$ cat config.mk
export PLATFORM = sky130hd
export DESIGN_NAME = tskf_mul
export DESIGN_NICKNAME = d
export VERILOG_FILES = /design/src/rtl/tskf_pkg.sv /design/src/rtl/tskf_mul.sv
export SDC_FILE = /design/constraint.sdc
export NUM_CORES = 2
export LEC_CHECK = 0
export CORE_MARGIN = 4
export CORE_UTILIZATION = 55
export DETAILED_ROUTE_END_ITERATION = 12
export DONT_BUFFER_PORTS = 1
export HOLD_SLACK_MARGIN = 0.1
export PLACE_DENSITY = 0.77
export SLEW_MARGIN = 20
export SYNTH_ARGS = -nofsm -noshare
export SYNTH_HDL_FRONTEND = slang
export SYNTH_SLANG_ARGS = --single-unit
$ cat constraint.sdc
create_clock -name i_clk -period 10.23 [get_ports i_clk]
set_input_delay 1.023 -clock i_clk [delete_from_list [all_inputs] [get_ports i_clk]]
set_output_delay 1.023 -clock i_clk [all_outputs]
set_load 0.03 [all_outputs]
$ cat src/rtl/tskf_pkg.sv
// Shared types and fixed-point helpers for the two-state Kalman filter.
`timescale 1ns / 1ps
`default_nettype none
package tskf_pkg;

    typedef logic signed [67:0] t_wide;
    typedef logic signed [33:0] t_mop;

    // request from the sequencer to the shared divider
    typedef struct packed {
        logic               start;
        logic signed [31:0] num;
        logic        [30:0] den;
    } t_div_req;

    // result of the shared divider
    typedef struct packed {
        logic               done;
        logic signed [31:0] quot;
    } t_div_rsp;

    // clamp to the signed 32-bit range
    function automatic logic signed [31:0] sat32(input t_wide x);
        if (x > 68'sd2147483647) begin
            return 32'sh7fffffff;
        end
        if (x < -68'sd2147483648) begin
            return 32'sh80000000;
        end
        return x[31:0];
    endfunction

    // shift right rounding half up
    function automatic t_wide rnd_shift(input t_wide p, input int unsigned sh);
        t_wide bias;
        bias = 68'sd1 <<< (sh - 1);
        return (p + bias) >>> sh;
    endfunction

    function automatic t_wide ext_s32(input logic signed [31:0] x);
        return 68'(x);
    endfunction

    function automatic t_wide ext_u31(input logic [30:0] x);
        return $signed({37'd0, x});
    endfunction

    function automatic t_mop op_s32(input logic signed [31:0] x);
        return 34'(x);
    endfunction

    function automatic t_mop op_u16(input logic [15:0] x);
        return $signed({18'd0, x});
    endfunction

    function automatic t_mop op_u31(input logic [30:0] x);
        return $signed({3'd0, x});
    endfunction

endpackage
`default_nettype wire

$ cat src/rtl/tskf_mul.sv
// Shared signed multiplier with registered product.
`timescale 1ns / 1ps
`default_nettype none
module tskf_mul
    import tskf_pkg::*;
(
    input  wire  i_clk,
    input  t_mop i_a,
    input  t_mop i_b,
    output t_wide o_prod
);

    t_wide r_prod;

    // register each product
    always_ff @(posedge i_clk) begin
        r_prod <= 68'(i_a) * 68'(i_b);
    end

    assign o_prod = r_prod;

endmodule
`default_nettype wire

==> metrics <==
depth of the critical timing path with buffers and inverters included=20; CTS Root Buffer Type=sky130_fd_sc_hd__clkbuf_16; CP delay by family, top=adder cells; path type of the worst min-delay path=primary input to register; die width=roughly 290 microns; capture point of the critical path=o_prod[66]; final net count=5856; post-route clock period utilization=between 80 and 90%; status=finished, final reports clean; Filler Cells Inserted=6676; Global Route Usage Sum=between 20% and 30%; flip-flop cell with the highest count after synthesis=sky130_fd_sc_hd__dfxtp_1; hold-fix buffers at CTS=0; biggest cell delay along the critical path=approximately 1.3 ns; post-CTS resize count=0; max-slew headroom at the worst pin=28.8%; Layout Area Growth over Synthesis=1.81%; CP arrival=around 8.8 ns; min cycle time layout=between 8 and 9 ns; cell with the largest stage delay on the worst path=sky130_fd_sc_hd__fa_1; Buffers & Inverters on Critical Path=3; clock buffers created by TritonCTS=9; Final Setup Violations=0; placeable core region=0.0775 sq mm; Initial DRT Pass Iterations=5; flip-flop count of the largest register, all copies and words added=between 60 and 70; fraction of registers with async set or reset after synthesis=0%; MaxCap Viol Count=0; number of enable-type register cells in the synthesized netlist=0; chain of cells forming the critical path=nand2_1, inv_1, fa_1, fa_1, fa_1, fa_1, fa_1, fa_1, fa_1, inv_1, fa_1, inv_1, ha_1, and2_1, nand2_1, o41ai_1, a31oi_4, o31ai_4, a221oi_2, xnor2_1; critical-path maximum fanout=34; mean post-synth cell area=~9.4 sq um; number of port buffers=0; wire length of the first global-routing pass=roughly 180000 microns; worst setup path start=i_a[33]; area used by sequential logic in the layout=between 0.001 and 0.0015 sq mm; detailed placer's ending HPWL=roughly 86000 microns; fmax=approximately 120 MHz; layout cells sized above 1=roughly 1.2%; count of state elements after synthesis=68; deepest clock path buffer count=2; antenna violations before repair=5; Worst Max-Slew Pin Slew=between 1 and 1.5 ns; TritonCTS clock tree=built; count of synthesis-stage warnings from yosys=0; total wire length after detailed routing=around 110000 microns; via density per instance=approximately 5.5; number of remaining DRC errors=0; Wirelength per Cell=a little over 20 microns; number of instances in the synthesized netlist=around 4600; total global routing overflow=0; hold wc startpoint=i_b[0]; clk sinks=between 60 and 70; kind of start point of the critical path=primary input; maximum number of pins on one net before global-route repair=35; number of cell rows=just over 100; footprint of the multi-input gates=0.0361 sq mm; sequential share of the synthesized area=3.16%; register clock-pin slew on the reported worst setup and hold paths=about 0.070 ns; global placer's final weighted congestion=roughly 0.89; initial core utilization=between 50% and 60%; ant diodes=0; antenna-violating nets left=0; setup repair after global routing missed its margin=false; count of boundary I/O pins=between 100 and 150; y dimension of the die=288 microns; number of global-route vias before repair=33400; maximum level of the CTS H-tree=3; type of the worst setup path=primary input to register; number of pins exceeding their max-slew limit in the final report=0; post-synthesis instance area=around 0.043 sq mm; distinct cell type count of the synthesized netlist=69; total via count in the routed design=around 30000; net count after synthesis=between 6000 and 7000; crit end category=register; violation count after the first detailed-route iteration=2169; total count of hold-check failures in the final report=0; Sum Neg Setup Slack=0 ns; Die Footprint=~0.083 sq mm; Setup Buffers After CTS=0; required time reported for the critical path endpoint=about 11 ns; cell with the most instances on the worst path=sky130_fd_sc_hd__fa_1
## synthesized netlist by cell type, drive strengths merged, types with 4 or more instances
library cell | n | share of area [%]
a211oi | 7 | 0.13
a21o | 37 | 0.65
a21oi | 63 | 0.75
a221oi | 4 | 0.096
a31oi | 10 | 0.21
and2 | 623 | 9.1
and3 | 8 | 0.13
buf | 9 | 0.14
clkbuf | 217 | 1.9
dfxtp | 68 | 3.2
fa | 1241 | 58
ha | 204 | 5.9
inv | 1231 | 11
nand2 | 542 | 4.7
nand2b | 20 | 0.29
nand3 | 11 | 0.13
nand4 | 11 | 0.16
nor2 | 56 | 0.50
nor2b | 9 | 0.13
nor3 | 5 | 0.058
o21a | 4 | 0.070
o21ai | 41 | 0.52
o21bai | 12 | 0.21
o41ai | 6 | 0.17
or2 | 4 | 0.058
xnor2 | 56 | 1.1
xor2 | 23 | 0.47
## cell families after synthesis
group,Yosys count,share of synthesized area (%)
compound gates,206,3.35
xor+xnor,79,1.61
fa+ha+maj,1445,63.7
buf+inv,1460,12.8
flops,68,3.16
simple gates,1296,15.4
## metrics by stage
| stage | std cells | hold WS (ns) | setup WS (ns) | instance area (sq um) | utilization [%] |
|---|---|---|---|---|---|
| after floorplan | 4554 | 1.15 | 1.72 | 43000 | - |
| after global routing | 5387 | 0.757 | 1.41 | 43800 | 56.5 |
| after detailed placement | 5371 | 1.15 | 1.36 | 43500 | 56.1 |
| final | 5387 | 0.759 | 1.73 | 43800 | 56.5 |
| after CTS | 5387 | 0.741 | 1.74 | 43800 | 56.5 |
| after global placement | 5371 | 1.15 | 1.45 | 43500 | 56.1 |
## placed cells by master, fill, tap and decap left out, types with 3 or more instances in the layout
cell type                   count
sky130_fd_sc_hd__a211oi_1       6
sky130_fd_sc_hd__a21o_1        37
sky130_fd_sc_hd__a21oi_1       61
sky130_fd_sc_hd__a221oi_1       3
sky130_fd_sc_hd__a31oi_1        7
sky130_fd_sc_hd__and2_1       621
sky130_fd_sc_hd__and3_1         5
sky130_fd_sc_hd__and3_2         3
sky130_fd_sc_hd__buf_4          5
sky130_fd_sc_hd__clkbuf_16      9
sky130_fd_sc_hd__dfxtp_1       68
sky130_fd_sc_hd__fa_1        1241
sky130_fd_sc_hd__ha_1         204
sky130_fd_sc_hd__inv_1       1230
sky130_fd_sc_hd__nand2_1      542
sky130_fd_sc_hd__nand2b_1      20
sky130_fd_sc_hd__nand3_1       11
sky130_fd_sc_hd__nand4_1       11
sky130_fd_sc_hd__nor2_1        54
sky130_fd_sc_hd__nor2b_1        9
sky130_fd_sc_hd__nor3_1         5
sky130_fd_sc_hd__o211ai_1       3
sky130_fd_sc_hd__o21a_1         4
sky130_fd_sc_hd__o21ai_0       31
sky130_fd_sc_hd__o21ai_1        7
sky130_fd_sc_hd__o21bai_1      12
sky130_fd_sc_hd__o41ai_1        3
sky130_fd_sc_hd__o41ai_2        3
sky130_fd_sc_hd__or2_2          4
sky130_fd_sc_hd__xnor2_1       56
sky130_fd_sc_hd__xor2_1        23
## how the worst min path moves through the flow
stage / cells past startpoint / end / slack, ns
floorplan: 1 / o_prod[0] / 1.15
global placement: 1 / o_prod[0] / 1.15
detailed placement: 1 / o_prod[0] / 1.15
CTS: 1 / o_prod[0] / 0.74
global route: 1 / o_prod[0] / 0.76
finish: 1 / o_prod[0] / 0.76
## routing by layer
| layer | GRT usage, % | wire length [microns] | vias up |
|---|---|---|---|
| li1 | - | - | 12400 |
| met1 | 37.9 | 42100 | 15500 |
| met2 | 47.0 | 53500 | 1408 |
| met3 | 5.95 | 10500 | 283 |
| met4 | 9.85 | 4220 | 0 |
| met5 | 0 | 0 | - |
## layout make-up
| cell class | instances | area share (%) |
|---|---|---|
| Multi-Input combinational cell | 3026 | 82.5 |
| Inverter | 1232 | 10.6 |
| Sequential cell | 68 | 3.11 |
| Tap cell | 1040 | 2.97 |
| Clock buffer | 11 | 0.577 |
| Clock inverter | 5 | 0.186 |
| Timing Repair Buffer | 5 | 0.0857 |
Power is left out: the tool's default activity adds up to more than one toggle a clock period on the data nets, which glitch-free logic cannot reach.
