==> config.mk <==
export PLATFORM = sky130hd
export DESIGN_NAME = tskf_div
export DESIGN_NICKNAME = d
export VERILOG_FILES = /design/src/rtl/tskf_pkg.sv /design/src/rtl/tskf_div.sv
export SDC_FILE = /design/constraint.sdc
export NUM_CORES = 1
export LEC_CHECK = 0
export BUFFER_PORTS_ARGS = -buffer_cell sky130_fd_sc_hd__buf_2
export CAP_MARGIN = 5
export CORE_MARGIN = 1
export CORE_UTILIZATION = 55
export CTS_CLUSTER_DIAMETER = 40
export DETAILED_ROUTE_END_ITERATION = 6
export PLACE_DENSITY = 0.8
export SYNTH_ARGS = -nofsm -noshare
export SYNTH_HDL_FRONTEND = slang
export SYNTH_SLANG_ARGS = --single-unit
==> constraint.sdc <==
create_clock -name i_clk -period 5.5 [get_ports i_clk]
set_input_delay 0.275 -clock i_clk [delete_from_list [all_inputs] [get_ports i_clk]]
set_output_delay 0.275 -clock i_clk [all_outputs]
set_load 0.05 [all_outputs]
==> src/rtl/tskf_pkg.sv <==
// Shared types and fixed-point helpers for the two-state Kalman filter.
`timescale 1ns / 1ps
`default_nettype none
package tskf_pkg;

    typedef logic signed [67:0] t_wide;
    typedef logic signed [33:0] t_mop;

    // request from the sequencer to the shared divider
    typedef struct packed {
        logic               start;
        logic signed [31:0] num;
        logic        [30:0] den;
    } t_div_req;

    // result of the shared divider
    typedef struct packed {
        logic               done;
        logic signed [31:0] quot;
    } t_div_rsp;

    // clamp to the signed 32-bit range
    function automatic logic signed [31:0] sat32(input t_wide x);
        if (x > 68'sd2147483647) begin
            return 32'sh7fffffff;
        end
        if (x < -68'sd2147483648) begin
            return 32'sh80000000;
        end
        return x[31:0];
    endfunction

    // shift right rounding half up
    function automatic t_wide rnd_shift(input t_wide p, input int unsigned sh);
        t_wide bias;
        bias = 68'sd1 <<< (sh - 1);
        return (p + bias) >>> sh;
    endfunction

    function automatic t_wide ext_s32(input logic signed [31:0] x);
        return 68'(x);
    endfunction

    function automatic t_wide ext_u31(input logic [30:0] x);
        return $signed({37'd0, x});
    endfunction

    function automatic t_mop op_s32(input logic signed [31:0] x);
        return 34'(x);
    endfunction

    function automatic t_mop op_u16(input logic [15:0] x);
        return $signed({18'd0, x});
    endfunction

    function automatic t_mop op_u31(input logic [30:0] x);
        return $signed({3'd0, x});
    endfunction

endpackage
`default_nettype wire

==> src/rtl/tskf_div.sv <==
// Radix-4 restoring divider for the gain, two quotient bits per cycle.
`timescale 1ns / 1ps
`default_nettype none
module tskf_div
    import tskf_pkg::*;
#(
    parameter int FRAC_BITS = 16
) (
    input  wire      i_clk,
    input  wire      i_rst_n,
    input  t_div_req i_req,
    output t_div_rsp o_rsp
);

    localparam int DVW  = ((32 + FRAC_BITS + 1) / 2) * 2;
    localparam int ITER = DVW / 2;
    localparam int CW   = $clog2(ITER + 1);

    logic           r_busy;
    logic           r_done;
    logic [CW-1:0]  r_cnt;
    logic [31:0]    r_rem;
    logic [DVW-1:0] r_quo;
    logic [30:0]    r_den;
    logic           r_neg;

    logic [32:0]    w_rem1;
    logic [32:0]    w_rem2;
    logic [31:0]    w_mid;
    logic [31:0]    w_end;
    logic           w_b1;
    logic           w_b2;
    logic [31:0]    w_mag;
    t_wide          w_q;

    // two compare-subtract steps
    always_comb begin
        w_rem1 = {r_rem, r_quo[DVW-1]};
        w_b1   = w_rem1 >= {2'd0, r_den};
        w_mid  = w_b1 ? 32'(w_rem1 - {2'd0, r_den}) : w_rem1[31:0];
        w_rem2 = {w_mid, r_quo[DVW-2]};
        w_b2   = w_rem2 >= {2'd0, r_den};
        w_end  = w_b2 ? 32'(w_rem2 - {2'd0, r_den}) : w_rem2[31:0];
    end

    assign w_mag = i_req.num[31] ? 32'(-{i_req.num[31], i_req.num}) : 32'(i_req.num);

    always_ff @(posedge i_clk) begin
        if (!i_rst_n) begin
            r_busy <= 1'b0;
            r_done <= 1'b0;
            r_cnt  <= '0;
        end else begin
            r_done <= 1'b0;
            if (i_req.start) begin
                // load magnitude shifted by the fraction bits
                r_busy <= 1'b1;
                r_cnt  <= CW'(ITER);
                r_rem  <= '0;
                r_quo  <= DVW'(w_mag) << FRAC_BITS;
                r_den  <= i_req.den;
                r_neg  <= i_req.num[31];
            end else if (r_busy) begin
                r_rem <= w_end;
                r_quo <= {r_quo[DVW-3:0], w_b1, w_b2};
                r_cnt <= r_cnt - 1'b1;
                if (r_cnt == CW'(1)) begin
                    r_busy <= 1'b0;
                    r_done <= 1'b1;
                end
            end
        end
    end

    // apply sign and clamp
    assign w_q        = $signed(68'(r_quo));
    assign o_rsp.done = r_done;
    assign o_rsp.quot = sat32(r_neg ? -w_q : w_q);

`ifndef SYNTHESIS
    a_start_idle: assert property (@(posedge i_clk) disable iff (!i_rst_n)
        i_req.start |-> !r_busy) else $error("divider restarted while busy");
    a_done_end: assert property (@(posedge i_clk) disable iff (!i_rst_n)
        r_done |-> !r_busy) else $error("divider done while busy");
    a_cnt_live: assert property (@(posedge i_clk) disable iff (!i_rst_n)
        r_busy |-> r_cnt != '0) else $error("divider count ran out");
`endif

endmodule
`default_nettype wire

==> results.py <==
metrics = {
    "outcome": {
        "status": "finished clean",
    },
    "grt": {
        "met3_usage_pct": 3.86,
        "antenna_found_initial": 1,
        "grt_use_total_pct": 27.2,
        "gr-total-overflow": 0,
        "grt_pass1_vias": 8876,
        "grt_pass1_wl_um": 43100,
        "use_met1_pct": 36.1,
        "grt_start_max_net_pins": 75,
        "top_usage_layer": "met2",
        "use_met2_pct": 45.4,
    },
    "detailed_routing": {
        "vias": 9607,
        "drt-total-wl_um": 27200,
        "drt_iter0_drc": 1071,
        "postRouteAntennaNets": 0,
        "drt_first_pass_iters": 6,
        "drc": 0,
        "avgRoutedWirePerCell_um": 17.8,
        "vias_per_cell": 6.27,
    },
    "timing": {
        "rsz0062_at_grt": "true",
        "max_freq_ghz": 0.185,
        "setup_viol": 0,
        "relSlewSlack_pct": 48.3,
        "fin_crit_sh_pct": 98.2,
        "finClkSkew_ns": 0.00943,
        "tns_ns": 0,
        "worstMarginPinSlew_ns": 0.775,
        "setup_ws_ns": 0.0974,
        "drv_slew": 0,
        "final.min_clock_period_ns": 5.40,
        "hold_viol_final": 0,
    },
    "pwr": {
        "peakVddDrop_mv": 0.492,
        "leakagePower_nw": 4.79,
        "power.density_mw_per_mm2": 730,
    },
    "layout": {
        "drive_gt1_share_pct": 17.7,
        "layout_commonest_cell": "nor2_1",
        "fill_cells": 1494,
        "nNetsFinal": 1419,
        "final_cell_mix": "126 x nor2_1, 112 x edfxtp_1, 105 x a21oi_1",
        "area_delta_synth_final_pct": 13.6,
        "final_util_pct": 63.8,
        "stdcell_count": 1533,
    },
    "floorplan": {
        "die_h_um": 140,
        "coreArea_mm2": 0.0188,
        "initial_core_util_pct": 56.2,
        "die-area_mm2": 0.0197,
        "fp.dieW_um": 140,
        "fp-row-count": 50,
        "ioPinCount": 99,
    },
    "logic_synthesis": {
        "avgSynthCellArea_um2": 8.84,
        "ys_ff_latch": 119,
        "syn_area_mm2": 0.0105,
        "synth_edf_count": 112,
        "synth_area_leaders": "edfxtp_1 32%, ha_1 7.8%, xor2_1 7.3%",
        "yosysSeqAreaShare_pct": 33.2,
        "async_reset_ff_share_pct": 0,
        "synth_fp_nets": 1326,
        "yosys.area.top_type": "edfxtp_1",
        "ys.flop_type": "edfxtp_1",
        "synth_top_cell_area_share_pct": 31.9,
        "netlist-cell-type-count": 77,
        "netlist_instances": 1192,
        "yosys_warnings": 0,
    },
    "worst_setup_path": {
        "cp_max_fo": 19,
        "critPathArrivalTime_ns": 5.57,
        "required_ns": 5.67,
        "criticalPathCategory": "reg -> reg",
        "critPathLaunchType": "flip-flop",
        "end_kind": "flip-flop",
    },
    "clock_network": {
        "clockBufferDepth": 2,
        "clk_latency_ns": 0.43,
        "cts_buffers": 17,
        "cts_tree": "yes",
        "cts_hold_buf": 0,
        "cts.htree.levels": 4,
        "cts.clk_slew.worst_paths_ns": 0.06,
        "cts_num_sinks": 119,
        "clockRootBuffer": "clkbuf_16",
    },
    "placed_design": {
        "io_buffers": 98,
        "gp_congestion": 0.932,
        "dpl_worst_slack_ns": 0.0228,
        "place_hpwl_um": 19200,
        "dp_cells": 1495,
    },
    "job": {
        "drv_cap": 0,
    },
    "min_path": {
        "hold_path.class": "in -> reg",
    },
}
## per-stage QoR
stage / total power, mW / cell area [um^2] / hold WS (ns)
2_1_floorplan: 5.86 / 10500 / 0.374
3_3_place_gp: 7.05 / 11300 / 0.451
3_5_place_dp: 7.18 / 11300 / 0.453
4_1_cts: 8.36 / 11900 / 0.00993
5_1_grt: 9.36 / 12000 / 0.0105
6_report: 8.74 / 12000 / 0.0158
## path summary, 6_finish.rpt
check                           slack [ns]  startpoint  cells after the start   endpoint
worst max register to register         0.1    r_rem[0]                     23  r_rem[22]
worst max-delay path                   0.1    r_rem[0]                     23  r_rem[22]
worst min register to register        0.51    r_cnt[1]                      2   r_cnt[1]
worst min-delay path                  0.02   i_req[18]                      1  r_den[18]
## kinds of logic (layout without fill, tap and decap cells)
logic type	Yosys count	in the layout	share of synthesized area, %
flops	119	119	33.2
other cells	0	1	0
fa+ha+maj	68	68	8.22
xor+xnor	124	124	10.3
mux	29	29	2.78
compound gates	350	350	22.2
simple gates	385	385	18.6
buf+inv	117	223	4.70
## area by class of cell
class                   count  area [um^2]  area share [%]
multi-input cells         956         6600            55.1
flip-flops and latches    119         3500            29.3
repair buffers            128          763            6.37
clock buffers              17          425            3.55
well taps                 234          293            2.44
inverters                  63          236            1.97
clock inverters            15          153            1.27
diodes                      1         2.50          0.0209
## report_power, final
part	internal, mW	total (mW)	leakage, nW	switching, mW
logic	2.62	6.18	3.38	3.56
registers	1.31	1.44	1.13	0.135
clock network	0.667	1.12	0.275	0.450
total	4.59	8.74	4.79	4.15
## sequential cells by signal, summed over array words and instances, names as in the netlist
register,flops
r_quo,48
r_rem,32
r_den,31
r_cnt,5
r_busy,1
r_done,1
r_neg,1
## critical path, cell delays in order, from the launching register on
cell and delay, ns:
edfxtp_1 0.45, ha_1 0.34, nor2b_1 0.15, o2111a_1 0.24
or2_1 0.22, a311o_1 0.40, a21oi_2 0.18, buf_4 0.14
nand2_1 0.10, buf_4 0.20, a21oi_1 0.27, ha_1 0.37
nand4_1 0.18, o21ai_0 0.09, a31oi_1 0.14, o21ai_0 0.14
a21oi_2 0.23, a21bo_2 0.19, nor3_2 0.06, nor4b_4 0.33
buf_4 0.21, buf_8 0.20, mux2i_1 0.23, nor2_1 0.06
## Yosys cell counts (3+ instances only)
master and count:
nor3b_1 4, nor4_1 10, nand2_1 82, xor2_1 88, o21a_1 7, or3_1 8, o21ai_0 57, or4_1 9
nor2_1 126, nand3_1 25, a311oi_1 5, inv_1 63, nor2b_1 21, nand4_1 18, and2_1 4, or2_2 7
and4_1 4, a21oi_1 110, a211oi_1 7, or2_1 3, edfxtp_1 112, o211ai_1 4, o21ai_2 29, a221oi_1 3
o22ai_1 3, clkbuf_1 39, o41ai_1 16, a21boi_0 5, nor3_1 24, xnor2_1 36, dfxtp_1 7, a311o_1 5
o21bai_1 6, o21ai_1 4, nand2b_1 15, buf_2 3, a21o_1 26, buf_1 4, ha_1 66, buf_6 6
mux2i_1 27, a31oi_1 13, o31ai_1 25, or4_4 3, nand3b_1 5
## routing by layer
metal,vias to the layer above,wire length [um]
li1,4595,-
met5,-,0
met2,386,12900
met4,0,620
met3,58,1640
met1,4568,12000
## what timing repair did
| action | 4_1_cts | 5_1_grt |
|---|---|---|
| endpoints found under the setup margin | 27 | 33 |
| resized for setup | 1 | 21 |
| gates cloned | 0 | 2 |
| setup buffers | 0 | 3 |
| pin swaps | 0 | 1 |
(Power assumes the default switching activity.)
